## src/rtl/assert_macros.svh

```systemverilog
// Assertion macros used by the top-level RTL file of the easing curve evaluator.
`ifndef ASSERT_MACROS_SVH
`define ASSERT_MACROS_SVH

// Condition in this cycle implies the consequence in the same cycle.
`define ASSERT_SAME(lbl, ante, cons, msg) \
  lbl: assert property (@(posedge clk_i) disable iff (!rst_ni) (ante) |-> (cons)) \
    else $error(msg);

// Condition in this cycle implies the consequence in the next cycle.
`define ASSERT_NEXT(lbl, ante, cons, msg) \
  lbl: assert property (@(posedge clk_i) disable iff (!rst_ni) (ante) |=> (cons)) \
    else $error(msg);

`endif

```

## src/rtl/ecev_pkg.sv

```systemverilog
// Shared constants, types and codes of the easing curve evaluator.
`default_nettype none

package ecev_pkg;

  // Fixed-point format and internal widths.
  localparam int FRAC_BITS    = 16;
  localparam int ONE          = 1 << FRAC_BITS;
  localparam int Y_LIMIT      = 4 * ONE;
  localparam int VAL_W        = FRAC_BITS + 1;
  localparam int OP_W         = 21;
  localparam int ACC_W        = 24;
  localparam int IN_W         = 18;
  localparam int OUT_W        = 20;
  localparam int CFG_W        = 20;
  localparam int ROUNDS_DEF   = 24;

  // Curve selection codes.
  typedef enum logic [2:0] {
    CK_LINEAR         = 3'd0,
    CK_EASE_IN        = 3'd1,
    CK_EASE_OUT       = 3'd2,
    CK_EASE_IN_OUT    = 3'd3,
    CK_EASE_OUT_CUBIC = 3'd4,
    CK_BEZIER         = 3'd5,
    CK_STEPS          = 3'd6
  } curve_kind_e;

  // Configuration register indexes.
  typedef enum logic [2:0] {
    REG_KIND     = 3'd0,
    REG_X_FIRST  = 3'd1,
    REG_X_SECOND = 3'd2,
    REG_Y_FIRST  = 3'd3,
    REG_Y_SECOND = 3'd4,
    REG_STEPS    = 3'd5,
    REG_AT_START = 3'd6
  } reg_idx_e;

  // Sequencer states.
  typedef enum logic [2:0] {
    ST_IDLE,
    ST_SIMPLE,
    ST_CUBE,
    ST_BEZ,
    ST_STEP_MUL,
    ST_STEP_DIV
  } state_e;

endpackage

`default_nettype wire

```

## src/rtl/ecev_fmul.sv

```systemverilog
// Shared fixed-point multiplier with magnitude truncation toward zero.
`default_nettype none

module ecev_fmul (
  input  logic signed [ecev_pkg::OP_W-1:0]  a_i,
  input  logic signed [ecev_pkg::OP_W-1:0]  b_i,
  output logic signed [ecev_pkg::ACC_W-1:0] prod_o
);

  logic [ecev_pkg::OP_W-1:0]   mag_a;
  logic [ecev_pkg::OP_W-1:0]   mag_b;
  logic [2*ecev_pkg::OP_W-1:0] mag_p;
  logic [ecev_pkg::ACC_W-1:0]  mag_r;
  logic                        neg;

  // Multiply magnitudes, drop the fraction, then restore the sign.
  always_comb begin
    mag_a  = a_i[ecev_pkg::OP_W-1] ? ecev_pkg::OP_W'(-a_i) : ecev_pkg::OP_W'(a_i);
    mag_b  = b_i[ecev_pkg::OP_W-1] ? ecev_pkg::OP_W'(-b_i) : ecev_pkg::OP_W'(b_i);
    neg    = a_i[ecev_pkg::OP_W-1] ^ b_i[ecev_pkg::OP_W-1];
    mag_p  = (2*ecev_pkg::OP_W)'(mag_a) * (2*ecev_pkg::OP_W)'(mag_b);
    mag_r  = mag_p[ecev_pkg::FRAC_BITS +: ecev_pkg::ACC_W];
    prod_o = neg ? -$signed(mag_r) : $signed(mag_r);
  end

endmodule

`default_nettype wire

```

## src/rtl/ecev_div.sv

```systemverilog
// Restoring divider giving the fraction bits of num / den for num below den.
`default_nettype none

module ecev_div (
  input  logic                              clk_i,
  input  logic                              rst_ni,
  input  logic                              start_i,
  input  logic [ecev_pkg::VAL_W-1:0]        num_i,
  input  logic [ecev_pkg::VAL_W-1:0]        den_i,
  output logic                              done_o,
  output logic [ecev_pkg::FRAC_BITS-1:0]    quot_o
);

  localparam int CntW = $clog2(ecev_pkg::FRAC_BITS + 1);

  logic [ecev_pkg::VAL_W-1:0]     rem_q, rem_d;
  logic [ecev_pkg::FRAC_BITS-1:0] quot_q, quot_d;
  logic [CntW-1:0]                cnt_q, cnt_d;
  logic                           run_q, run_d;
  logic                           done_q, done_d;
  logic [ecev_pkg::VAL_W:0]       rem2;
  logic                           fits;

  // One quotient bit per cycle.
  always_comb begin
    rem2   = {rem_q, 1'b0};
    fits   = rem2 >= {1'b0, den_i};
    rem_d  = rem_q;
    quot_d = quot_q;
    cnt_d  = cnt_q;
    run_d  = run_q;
    done_d = 1'b0;
    if (start_i) begin
      rem_d = num_i;
      cnt_d = '0;
      run_d = 1'b1;
    end else if (run_q) begin
      rem_d  = fits ? ecev_pkg::VAL_W'(rem2 - {1'b0, den_i}) : ecev_pkg::VAL_W'(rem2);
      quot_d = {quot_q[ecev_pkg::FRAC_BITS-2:0], fits};
      cnt_d  = cnt_q + 1'b1;
      if (cnt_q == CntW'(ecev_pkg::FRAC_BITS - 1)) begin
        run_d  = 1'b0;
        done_d = 1'b1;
      end
    end
  end

  always_ff @(posedge clk_i or negedge rst_ni) begin
    if (!rst_ni) begin
      run_q  <= 1'b0;
      done_q <= 1'b0;
      cnt_q  <= '0;
    end else begin
      run_q  <= run_d;
      done_q <= done_d;
      cnt_q  <= cnt_d;
    end
  end

  always_ff @(posedge clk_i) begin
    rem_q  <= rem_d;
    quot_q <= quot_d;
  end

  assign done_o = done_q;
  assign quot_o = quot_q;

endmodule

`default_nettype wire

```

## src/rtl/easing_curve_evaluator_core.sv

```systemverilog
// Top level of the easing curve evaluator: registers, sequencer and datapath.
//
// Usage. Write the curve registers through cfg_we_i / cfg_index_i / cfg_wdata_i
// while the block is idle; index seven is ignored. A progress word is taken
// on a rising edge where start is high and busy is low. The eased word
// appears on eased_value_o for exactly one cycle with done_o high; the
// receiver cannot stall it, so it must be captured in that cycle.
// Path from the accepting edge to the done_o edge: progress out of the open
// interval, linear and empty-steps curves finish straight from idle; ease
// in, ease out and ease in-out pass through the simple state; ease-out cubic
// takes two products; steps takes one product and, unless the count is
// reached, runs the divider, as does the first step at or below zero progress;
// Bezier runs BISECT_ROUNDS bisection rounds and a final evaluation, with
// the one shared multiplier doing seven products per curve evaluation.
// One word is worked on at a time; a new word may be started in the cycle
// done_o is high. Reset restores the register defaults (linear curve,
// Bezier control points at the identity) and aborts any word in progress.
`default_nettype none

`include "assert_macros.svh"

module easing_curve_evaluator_core #(
  parameter int BISECT_ROUNDS = ecev_pkg::ROUNDS_DEF
) (
  input  logic                                clk_i,
  input  logic                                rst_ni,
  input  logic                                cfg_we_i,
  input  logic [2:0]                          cfg_index_i,
  input  logic [ecev_pkg::CFG_W-1:0]          cfg_wdata_i,
  input  logic                                start,
  input  logic signed [ecev_pkg::IN_W-1:0]    progress_i,
  output logic                                busy,
  output logic                                done_o,
  output logic signed [ecev_pkg::OUT_W-1:0]   eased_value_o
);

  localparam int RndW = $clog2(BISECT_ROUNDS);
  localparam int VW   = ecev_pkg::VAL_W;
  localparam int AW   = ecev_pkg::ACC_W;
  localparam int OW   = ecev_pkg::OP_W;

  // Configuration registers.
  logic [2:0]                    kind_q;
  logic [VW-1:0]                 x1_q, x2_q, steps_q;
  logic [ecev_pkg::CFG_W-1:0]    y1_q, y2_q;
  logic                          at_start_q;

  always_ff @(posedge clk_i or negedge rst_ni) begin
    if (!rst_ni) begin
      kind_q     <= ecev_pkg::CK_LINEAR;
      x1_q       <= '0;
      x2_q       <= VW'(ecev_pkg::ONE);
      y1_q       <= '0;
      y2_q       <= ecev_pkg::CFG_W'(ecev_pkg::ONE);
      steps_q    <= '0;
      at_start_q <= 1'b0;
    end else if (cfg_we_i) begin
      case (cfg_index_i)
        ecev_pkg::REG_KIND:     kind_q     <= cfg_wdata_i[2:0];
        ecev_pkg::REG_X_FIRST:  x1_q       <= cfg_wdata_i[VW-1:0];
        ecev_pkg::REG_X_SECOND: x2_q       <= cfg_wdata_i[VW-1:0];
        ecev_pkg::REG_Y_FIRST:  y1_q       <= cfg_wdata_i;
        ecev_pkg::REG_Y_SECOND: y2_q       <= cfg_wdata_i;
        ecev_pkg::REG_STEPS:    steps_q    <= cfg_wdata_i[VW-1:0];
        ecev_pkg::REG_AT_START: at_start_q <= cfg_wdata_i[0];
        default: ;
      endcase
    end
  end

  // Saturated Bezier control points.
  logic signed [OW-1:0] cx1, cx2, cy1, cy2;

  always_comb begin
    cx1 = (x1_q > VW'(ecev_pkg::ONE)) ? OW'(ecev_pkg::ONE) : $signed(OW'(x1_q));
    cx2 = (x2_q > VW'(ecev_pkg::ONE)) ? OW'(ecev_pkg::ONE) : $signed(OW'(x2_q));
    if ($signed(y1_q) > $signed(ecev_pkg::CFG_W'(ecev_pkg::Y_LIMIT)))
      cy1 = OW'(ecev_pkg::Y_LIMIT);
    else if ($signed(y1_q) < -$signed(ecev_pkg::CFG_W'(ecev_pkg::Y_LIMIT)))
      cy1 = -OW'(ecev_pkg::Y_LIMIT);
    else
      cy1 = OW'($signed(y1_q));
    if ($signed(y2_q) > $signed(ecev_pkg::CFG_W'(ecev_pkg::Y_LIMIT)))
      cy2 = OW'(ecev_pkg::Y_LIMIT);
    else if ($signed(y2_q) < -$signed(ecev_pkg::CFG_W'(ecev_pkg::Y_LIMIT)))
      cy2 = -OW'(ecev_pkg::Y_LIMIT);
    else
      cy2 = OW'($signed(y2_q));
  end

  // Sequencer and datapath registers.
  ecev_pkg::state_e          state_q, state_d;
  logic [2:0]                step_q;
  logic [RndW-1:0]           round_q;
  logic                      final_q;
  logic [VW-1:0]             u_q, lo_q, hi_q, t_q;
  logic signed [AW-1:0]      ss_q, uu_q, tmp_q, acc_q;
  logic signed [ecev_pkg::OUT_W-1:0] result_q;
  logic                      done_q;

  logic                      accept;
  logic signed [OW-1:0]      mul_a, mul_b;
  logic signed [AW-1:0]      prod;
  logic [VW-1:0]             s_val;
  logic [OW-1:0]             two_minus_u;
  logic                      t_le0, t_ge1, start_step0;
  logic [VW:0]               n_val;
  logic                      n_lt;
  logic                      div_start;
  logic [VW-1:0]             div_num;
  logic                      div_done;
  logic [ecev_pkg::FRAC_BITS-1:0] div_quot;
  logic                      acc_lt_t;
  logic [VW-1:0]             mid_a, mid_b;
  logic [VW:0]               mid_sum;

  assign accept      = start && (state_q == ecev_pkg::ST_IDLE);
  assign busy        = (state_q != ecev_pkg::ST_IDLE);
  assign t_le0       = (progress_i <= 0);
  assign t_ge1       = (progress_i >= $signed(ecev_pkg::IN_W'(ecev_pkg::ONE)));
  assign start_step0 = (kind_q == ecev_pkg::CK_STEPS) && at_start_q && (steps_q != '0);
  assign s_val       = VW'(ecev_pkg::ONE) - u_q;
  assign two_minus_u = OW'(2 * ecev_pkg::ONE) - OW'(u_q);
  assign n_val       = (VW+1)'(prod[VW-1:0]) + (VW+1)'(at_start_q);
  assign n_lt        = n_val < {1'b0, steps_q};
  assign acc_lt_t    = acc_q < $signed(AW'(t_q));

  // Next bisection midpoint after this round's compare.
  assign mid_a   = acc_lt_t ? u_q : lo_q;
  assign mid_b   = acc_lt_t ? hi_q : u_q;
  assign mid_sum = (VW+1)'(mid_a) + (VW+1)'(mid_b);

  // Divider launch: first-step case at or below zero progress, or a steps quotient.
  always_comb begin
    div_start = 1'b0;
    div_num   = n_val[VW-1:0];
    if (accept && t_le0 && start_step0 && (steps_q != VW'(1))) begin
      div_start = 1'b1;
      div_num   = VW'(1);
    end else if (state_q == ecev_pkg::ST_STEP_MUL && n_lt) begin
      div_start = 1'b1;
    end
  end

  // Next state.
  always_comb begin
    state_d = state_q;
    case (state_q)
      ecev_pkg::ST_IDLE: begin
        if (start) begin
          if (t_le0) begin
            if (div_start) state_d = ecev_pkg::ST_STEP_DIV;
          end else if (!t_ge1) begin
            case (kind_q)
              ecev_pkg::CK_EASE_IN,
              ecev_pkg::CK_EASE_OUT,
              ecev_pkg::CK_EASE_IN_OUT:    state_d = ecev_pkg::ST_SIMPLE;
              ecev_pkg::CK_EASE_OUT_CUBIC: state_d = ecev_pkg::ST_CUBE;
              ecev_pkg::CK_BEZIER:         state_d = ecev_pkg::ST_BEZ;
              ecev_pkg::CK_STEPS: begin
                if (steps_q != '0) state_d = ecev_pkg::ST_STEP_MUL;
              end
              default: ;
            endcase
          end
        end
      end
      ecev_pkg::ST_SIMPLE: state_d = ecev_pkg::ST_IDLE;
      ecev_pkg::ST_CUBE: begin
        if (step_q != '0) state_d = ecev_pkg::ST_IDLE;
      end
      ecev_pkg::ST_BEZ: begin
        if (step_q == 3'd7 && final_q) state_d = ecev_pkg::ST_IDLE;
      end
      ecev_pkg::ST_STEP_MUL: state_d = n_lt ? ecev_pkg::ST_STEP_DIV : ecev_pkg::ST_IDLE;
      ecev_pkg::ST_STEP_DIV: begin
        if (div_done) state_d = ecev_pkg::ST_IDLE;
      end
      default: state_d = ecev_pkg::ST_IDLE;
    endcase
  end

  // Multiplier operand selection.
  always_comb begin
    mul_a = $signed(OW'(u_q));
    mul_b = $signed(OW'(u_q));
    case (state_q)
      ecev_pkg::ST_SIMPLE: begin
        if (kind_q == ecev_pkg::CK_EASE_OUT) begin
          mul_b = $signed(two_minus_u);
        end else if (kind_q == ecev_pkg::CK_EASE_IN_OUT &&
                     u_q >= VW'(ecev_pkg::ONE / 2)) begin
          mul_a = $signed(OW'(s_val));
          mul_b = $signed(OW'(s_val));
        end
      end
      ecev_pkg::ST_CUBE: begin
        mul_a = (step_q == '0) ? $signed(OW'(s_val)) : OW'(ss_q);
        mul_b = $signed(OW'(s_val));
      end
      ecev_pkg::ST_BEZ: begin
        case (step_q)
          3'd0: begin
            mul_a = $signed(OW'(s_val));
            mul_b = $signed(OW'(s_val));
          end
          3'd2: mul_a = OW'(ss_q);
          3'd3: begin
            mul_a = OW'(tmp_q);
            mul_b = final_q ? cy1 : cx1;
          end
          3'd4: begin
            mul_a = $signed(OW'(s_val));
            mul_b = OW'(uu_q);
          end
          3'd5: begin
            mul_a = OW'(tmp_q);
            mul_b = final_q ? cy2 : cx2;
          end
          3'd6: mul_a = OW'(uu_q);
          default: ;
        endcase
      end
      ecev_pkg::ST_STEP_MUL: mul_b = $signed(OW'(steps_q));
      default: ;
    endcase
  end

  ecev_fmul u_fmul (
    .a_i    (mul_a),
    .b_i    (mul_b),
    .prod_o (prod)
  );

  ecev_div u_div (
    .clk_i   (clk_i),
    .rst_ni  (rst_ni),
    .start_i (div_start),
    .num_i   (div_num),
    .den_i   (steps_q),
    .done_o  (div_done),
    .quot_o  (div_quot)
  );

  // Control registers.
  always_ff @(posedge clk_i or negedge rst_ni) begin
    if (!rst_ni) begin
      state_q <= ecev_pkg::ST_IDLE;
      step_q  <= '0;
      round_q <= '0;
      final_q <= 1'b0;
      done_q  <= 1'b0;
    end else begin
      state_q <= state_d;
      if (accept) begin
        step_q  <= '0;
        round_q <= '0;
        final_q <= 1'b0;
        done_q  <= (state_d == ecev_pkg::ST_IDLE);
      end else begin
        case (state_q)
          ecev_pkg::ST_SIMPLE: done_q <= 1'b1;
          ecev_pkg::ST_CUBE: begin
            step_q <= step_q + 1'b1;
            done_q <= (step_q != '0);
          end
          ecev_pkg::ST_BEZ: begin
            step_q <= step_q + 1'b1;
            done_q <= (step_q == 3'd7) && final_q;
            if (step_q == 3'd7 && !final_q) begin
              if (round_q == RndW'(BISECT_ROUNDS - 1)) begin
                final_q <= 1'b1;
              end else begin
                round_q <= round_q + 1'b1;
              end
            end
          end
          ecev_pkg::ST_STEP_MUL: done_q <= !n_lt;
          ecev_pkg::ST_STEP_DIV: done_q <= div_done;
          default: done_q <= 1'b0;
        endcase
      end
    end
  end

  // Datapath registers and the result word.
  always_ff @(posedge clk_i) begin
    if (accept) begin
      t_q  <= progress_i[VW-1:0];
      u_q  <= (kind_q == ecev_pkg::CK_BEZIER) ? VW'(ecev_pkg::ONE / 2) : progress_i[VW-1:0];
      lo_q <= '0;
      hi_q <= VW'(ecev_pkg::ONE);
      if (t_le0) begin
        result_q <= start_step0 ? ecev_pkg::OUT_W'(ecev_pkg::ONE) : '0;
      end else if (t_ge1) begin
        result_q <= ecev_pkg::OUT_W'(ecev_pkg::ONE);
      end else begin
        result_q <= ecev_pkg::OUT_W'(progress_i);
      end
    end else begin
      case (state_q)
        ecev_pkg::ST_SIMPLE: begin
          if (kind_q == ecev_pkg::CK_EASE_IN_OUT) begin
            if (u_q < VW'(ecev_pkg::ONE / 2))
              result_q <= ecev_pkg::OUT_W'(prod <<< 1);
            else
              result_q <= ecev_pkg::OUT_W'(AW'(ecev_pkg::ONE) - (prod <<< 1));
          end else begin
            result_q <= ecev_pkg::OUT_W'(prod);
          end
        end
        ecev_pkg::ST_CUBE: begin
          if (step_q == '0) ss_q <= prod;
          else result_q <= ecev_pkg::OUT_W'(AW'(ecev_pkg::ONE) - prod);
        end
        ecev_pkg::ST_BEZ: begin
          case (step_q)
            3'd0: ss_q  <= prod;
            3'd1: uu_q  <= prod;
            3'd2: tmp_q <= prod;
            3'd3: acc_q <= prod + (prod <<< 1);
            3'd4: tmp_q <= prod;
            3'd5: acc_q <= acc_q + prod + (prod <<< 1);
            3'd6: acc_q <= acc_q + prod;
            default: begin
              // Round end: narrow the interval, or saturate the final y.
              if (final_q) begin
                if (acc_q > $signed(AW'(ecev_pkg::Y_LIMIT)))
                  result_q <= ecev_pkg::OUT_W'(ecev_pkg::Y_LIMIT);
                else if (acc_q < -$signed(AW'(ecev_pkg::Y_LIMIT)))
                  result_q <= -ecev_pkg::OUT_W'(ecev_pkg::Y_LIMIT);
                else
                  result_q <= ecev_pkg::OUT_W'(acc_q);
              end else begin
                if (acc_lt_t) lo_q <= u_q;
                else          hi_q <= u_q;
                u_q <= mid_sum[VW:1];
              end
            end
          endcase
        end
        ecev_pkg::ST_STEP_MUL: result_q <= ecev_pkg::OUT_W'(ecev_pkg::ONE);
        ecev_pkg::ST_STEP_DIV: begin
          if (div_done) result_q <= ecev_pkg::OUT_W'(div_quot);
        end
        default: ;
      endcase
    end
  end

  assign done_o        = done_q;
  assign eased_value_o = result_q;

  // Checks on the sequencer.
  `ASSERT_SAME(a_done_idle, done_q, !busy, "result word shown while still busy")
  `ASSERT_SAME(a_final_round, final_q, round_q == RndW'(BISECT_ROUNDS - 1),
               "final Bezier evaluation before all bisection rounds")
  `ASSERT_SAME(a_interval, state_q == ecev_pkg::ST_BEZ,
               (lo_q <= hi_q) && (hi_q <= VW'(ecev_pkg::ONE)), "bisection interval broken")
  `ASSERT_NEXT(a_bez_end, state_q == ecev_pkg::ST_BEZ && step_q == 3'd7 && final_q,
               done_q, "Bezier result word not delivered")

endmodule

`default_nettype wire
```

## config.mk

```make
export PLATFORM = sky130hd
export DESIGN_NAME = easing_curve_evaluator_core
export DESIGN_NICKNAME = d
export VERILOG_FILES = /design/src/rtl/ecev_pkg.sv /design/src/rtl/ecev_fmul.sv /design/src/rtl/ecev_div.sv /design/src/rtl/easing_curve_evaluator_core.sv
export VERILOG_INCLUDE_DIRS = /design/src /design/src/rtl
export SDC_FILE = /design/constraint.sdc
export NUM_CORES = 2
export LEC_CHECK = 0
export BUFFER_PORTS_ARGS = -buffer_cell sky130_fd_sc_hd__buf_4
export CORE_AREA = 8 8 193 333
export CTS_CLUSTER_SIZE = 10
export DETAILED_ROUTE_END_ITERATION = 16
export DIE_AREA = 0 0 201 341
export PLACE_DENSITY = 0.84
export SLEW_MARGIN = 20
export SYNTH_ARGS = -nofsm -noshare
export SYNTH_HDL_FRONTEND = slang
export SYNTH_SLANG_ARGS = --single-unit
```

## constraint.sdc

```tcl
create_clock -name clk_i -period 19.2 [get_ports clk_i]
set_clock_uncertainty 0.2 [all_clocks]
set_input_delay 2.88 -clock clk_i [delete_from_list [all_inputs] [get_ports clk_i]]
set_output_delay 2.88 -clock clk_i [all_outputs]
set_load 0.005 [all_outputs]
```

==> flow_metrics.tcl <==
set metrics [dict create \
    clkSlewWorstSetupHoldPaths_ns 0.06 \
    cts_resized 0 \
    status "complete, no violations" \
    cts_root_buffer "clkbuf_16" \
    slew_viol_final 0 \
    regToRegStartpoint "u_q[0]$_DFFE_PP_" \
    synth_area_per_cell_um2 8.90 \
    num_vias 34600 \
    netlist_instances 4303 \
    fin_crit_sh 0.943 \
    hold_class "reg2reg" \
    hp-start "lo_q[3]$_SDFFE_PP0P_" \
    num_rows 119 \
    yosysWarnings 0 \
    multi_input_comb_area_um2 26800 \
    io_pins 67 \
    die_w_um 201 \
    cts_setup_buffers 0 \
    seq_area_frac_synth 0.230 \
    rsz0062_at_grt "false" \
    maxSlewHeadroom 0.191 \
    cts_tree "yes" \
    worstSetupStartpointType "flop" \
    port_buffers 66 \
    ant_nets 0 \
    final-seq-area_um2 8790 \
    finalHoldViolCount 0 \
    crit_type "reg2reg" \
    core_um2 59700 \
    cts_sinks 323 \
    cap_viol_max_count 0 \
    grt_pass1_vias 36500 \
    clock_latency_ns 0.59 \
    syn2layout_area_growth_pct 6.91 \
    cp_common_cell "a21o_1" \
    slowest_delay_ns 1.00 \
    gr-total-overflow 0 \
    clock_path_buffers 3 \
    grt_pass1_wl_mm 219 \
    track_usage 0.425 \
    die-area_um2 68500 \
    fmax_mhz 55.2 \
    ys.flop_type "edfxtp_1" \
    finalSetupViolations 0 \
    synth_seq_cells 323 \
    synthesis.area_um2 38300 \
    nets 4959 \
    setup_tns_ns 0 \
    worstMarginPinSlew_ns 1.21 \
    drc 0 \
    wl_mm 147 \
    cp-startpoint "u_q[0]$_DFFE_PP_" \
    syn-num-nets 4973 \
    ctsHoldBuffers 0 \
    worstPathArrival_ns 18.11 \
    grt_max_degree 84 \
    async_reset_ff_frac 0.356 \
    htree_levels 2 \
    place.gp.congestion 1.10 \
    antenna_found_initial 6 \
    period_minus_slack_ns 18.11 \
    synth_cell_type_count 112 \
    cp-end-kind "flop" \
    avgViaCountPerCell 6.79 \
    wire_per_inst_um 28.8 \
    drive_gt1_frac 0.103 \
    start_util 0.641 \
    crit_fanout 17 \
    dieHeight_um 341 \
    drtPass1Iterations 6 \
    numCtsBuffers 38 \
    drt-initial-drc-count 3473 \
    synth_enable_flop_cells 174 \
    fill_cells 4803 \
    crit_required_ns 19.20 \
    place_hpwl_mm 111 \
    critPathSlowestCell "xnor2_1" \
]
## worst max-delay path, delay by kind of cell (launching register included)
family,cells,cell delay [ns]
simple gates,12,3.03
compound gates,20,5.52
fa+ha+maj,10,4.38
flops,1,0.64
xor+xnor,3,2.61
buf+inv,7,1.29
## metal layers
metal  track usage  vias to the layer above  part of all wire
met5       0.00785                        -           0.00076
li1              -                    14700                 -
met2         0.703                     2270              0.47
met3        0.0913                      985             0.090
met1         0.426                    16700              0.31
met4         0.446                        8              0.13
## synthesized netlist by cell type (30+ instances only)
cell type | number | area [um2]
nor2b_1 | 38 | 238
xnor2_1 | 138 | 1210
clkbuf_1 | 189 | 709
fa_1 | 360 | 7210
nand2_1 | 492 | 1850
nand3_1 | 109 | 546
nor4_1 | 33 | 206
dfrtp_1 | 113 | 2830
a31oi_1 | 35 | 219
mux2_2 | 141 | 1590
edfxtp_1 | 174 | 5230
dfxtp_1 | 34 | 681
nand2b_1 | 63 | 394
o22ai_1 | 30 | 188
a21o_1 | 62 | 465
xor2_1 | 69 | 604
nor3_1 | 62 | 310
o21ai_0 | 201 | 1010
a21oi_1 | 229 | 1150
ha_1 | 265 | 3320
nor2_1 | 259 | 972
and2_1 | 108 | 676
inv_1 | 537 | 2020
## sequential cells by signal, indices dropped and copies added, names as in the netlist, 20 cells and up
name and flops:
uu_q 21, eased_value_o 20, acc_q 24, tmp_q 21, y1_q 20, ss_q 21, y2_q 20
## kinds of logic (layout without fill, tap and decap cells)
| kind of cell | Yosys count | in the layout | share of synthesized area |
|---|---|---|---|
| compound gates | 888 | 888 | 0.154 |
| xor+xnor | 215 | 215 | 0.0511 |
| fa+ha+maj | 625 | 625 | 0.275 |
| buf+inv | 762 | 770 | 0.0757 |
| flops | 323 | 323 | 0.230 |
| mux | 165 | 165 | 0.0481 |
| other cells | 0 | 3 | 0 |
| simple gates | 1325 | 1325 | 0.167 |
## layout by cell type, fill, tap and decap left out, types with 141 or more instances in the layout
master    count
a21oi_1     229
buf_4       160
edfxtp_1    174
nor2_1      256
inv_1       536
mux2_2      141
fa_1        360
o21ai_0     200
nand2_1     491
ha_1        265
## path summary, 6_finish.rpt
check                      slack (ns)                        end  depth (start not counted)
hold / removal                   0.25       lo_q[3]$_SDFFE_PP0P_                          2
min in group asynchronous        2.04     at_start_q$_DFFE_PN0P_                          1
setup reg to reg                 1.09  u_div.rem_q[10]$_DFFE_PP_                         52
hold reg to reg                  0.25       lo_q[3]$_SDFFE_PP0P_                          2
setup / recovery                 1.09  u_div.rem_q[10]$_DFFE_PP_                         52
max in group asynchronous       15.68        x1_q[5]$_DFFE_PN0P_                          2
## metrics by stage
step	worst slack, ns	hold WS, ns	utilization	instance area (um2)	instances
2_1_floorplan	4.22	0.225	-	38300	4303
3_3_place_gp	2.06	0.232	0.666	39700	5033
3_5_place_dp	1.85	0.240	0.666	39800	5034
4_1_cts	1.79	0.248	0.684	40900	5096
5_1_grt	0.332	0.269	0.685	40900	5098
6_report	1.09	0.247	0.685	40900	5100
## area by class of cell
cell class | count | share of cell area
multi-input cells | 3218 | 0.654
clock buffers | 58 | 0.0253
inverters | 545 | 0.0500
clock inverters | 4 | 0.000948
repair buffers | 163 | 0.0304
flip-flops and latches | 323 | 0.215
diodes | 3 | 0.000183
well taps | 786 | 0.0240
Power is not shown: default switching activity piles up to over one toggle a cycle in this logic, so the estimate is an artifact.
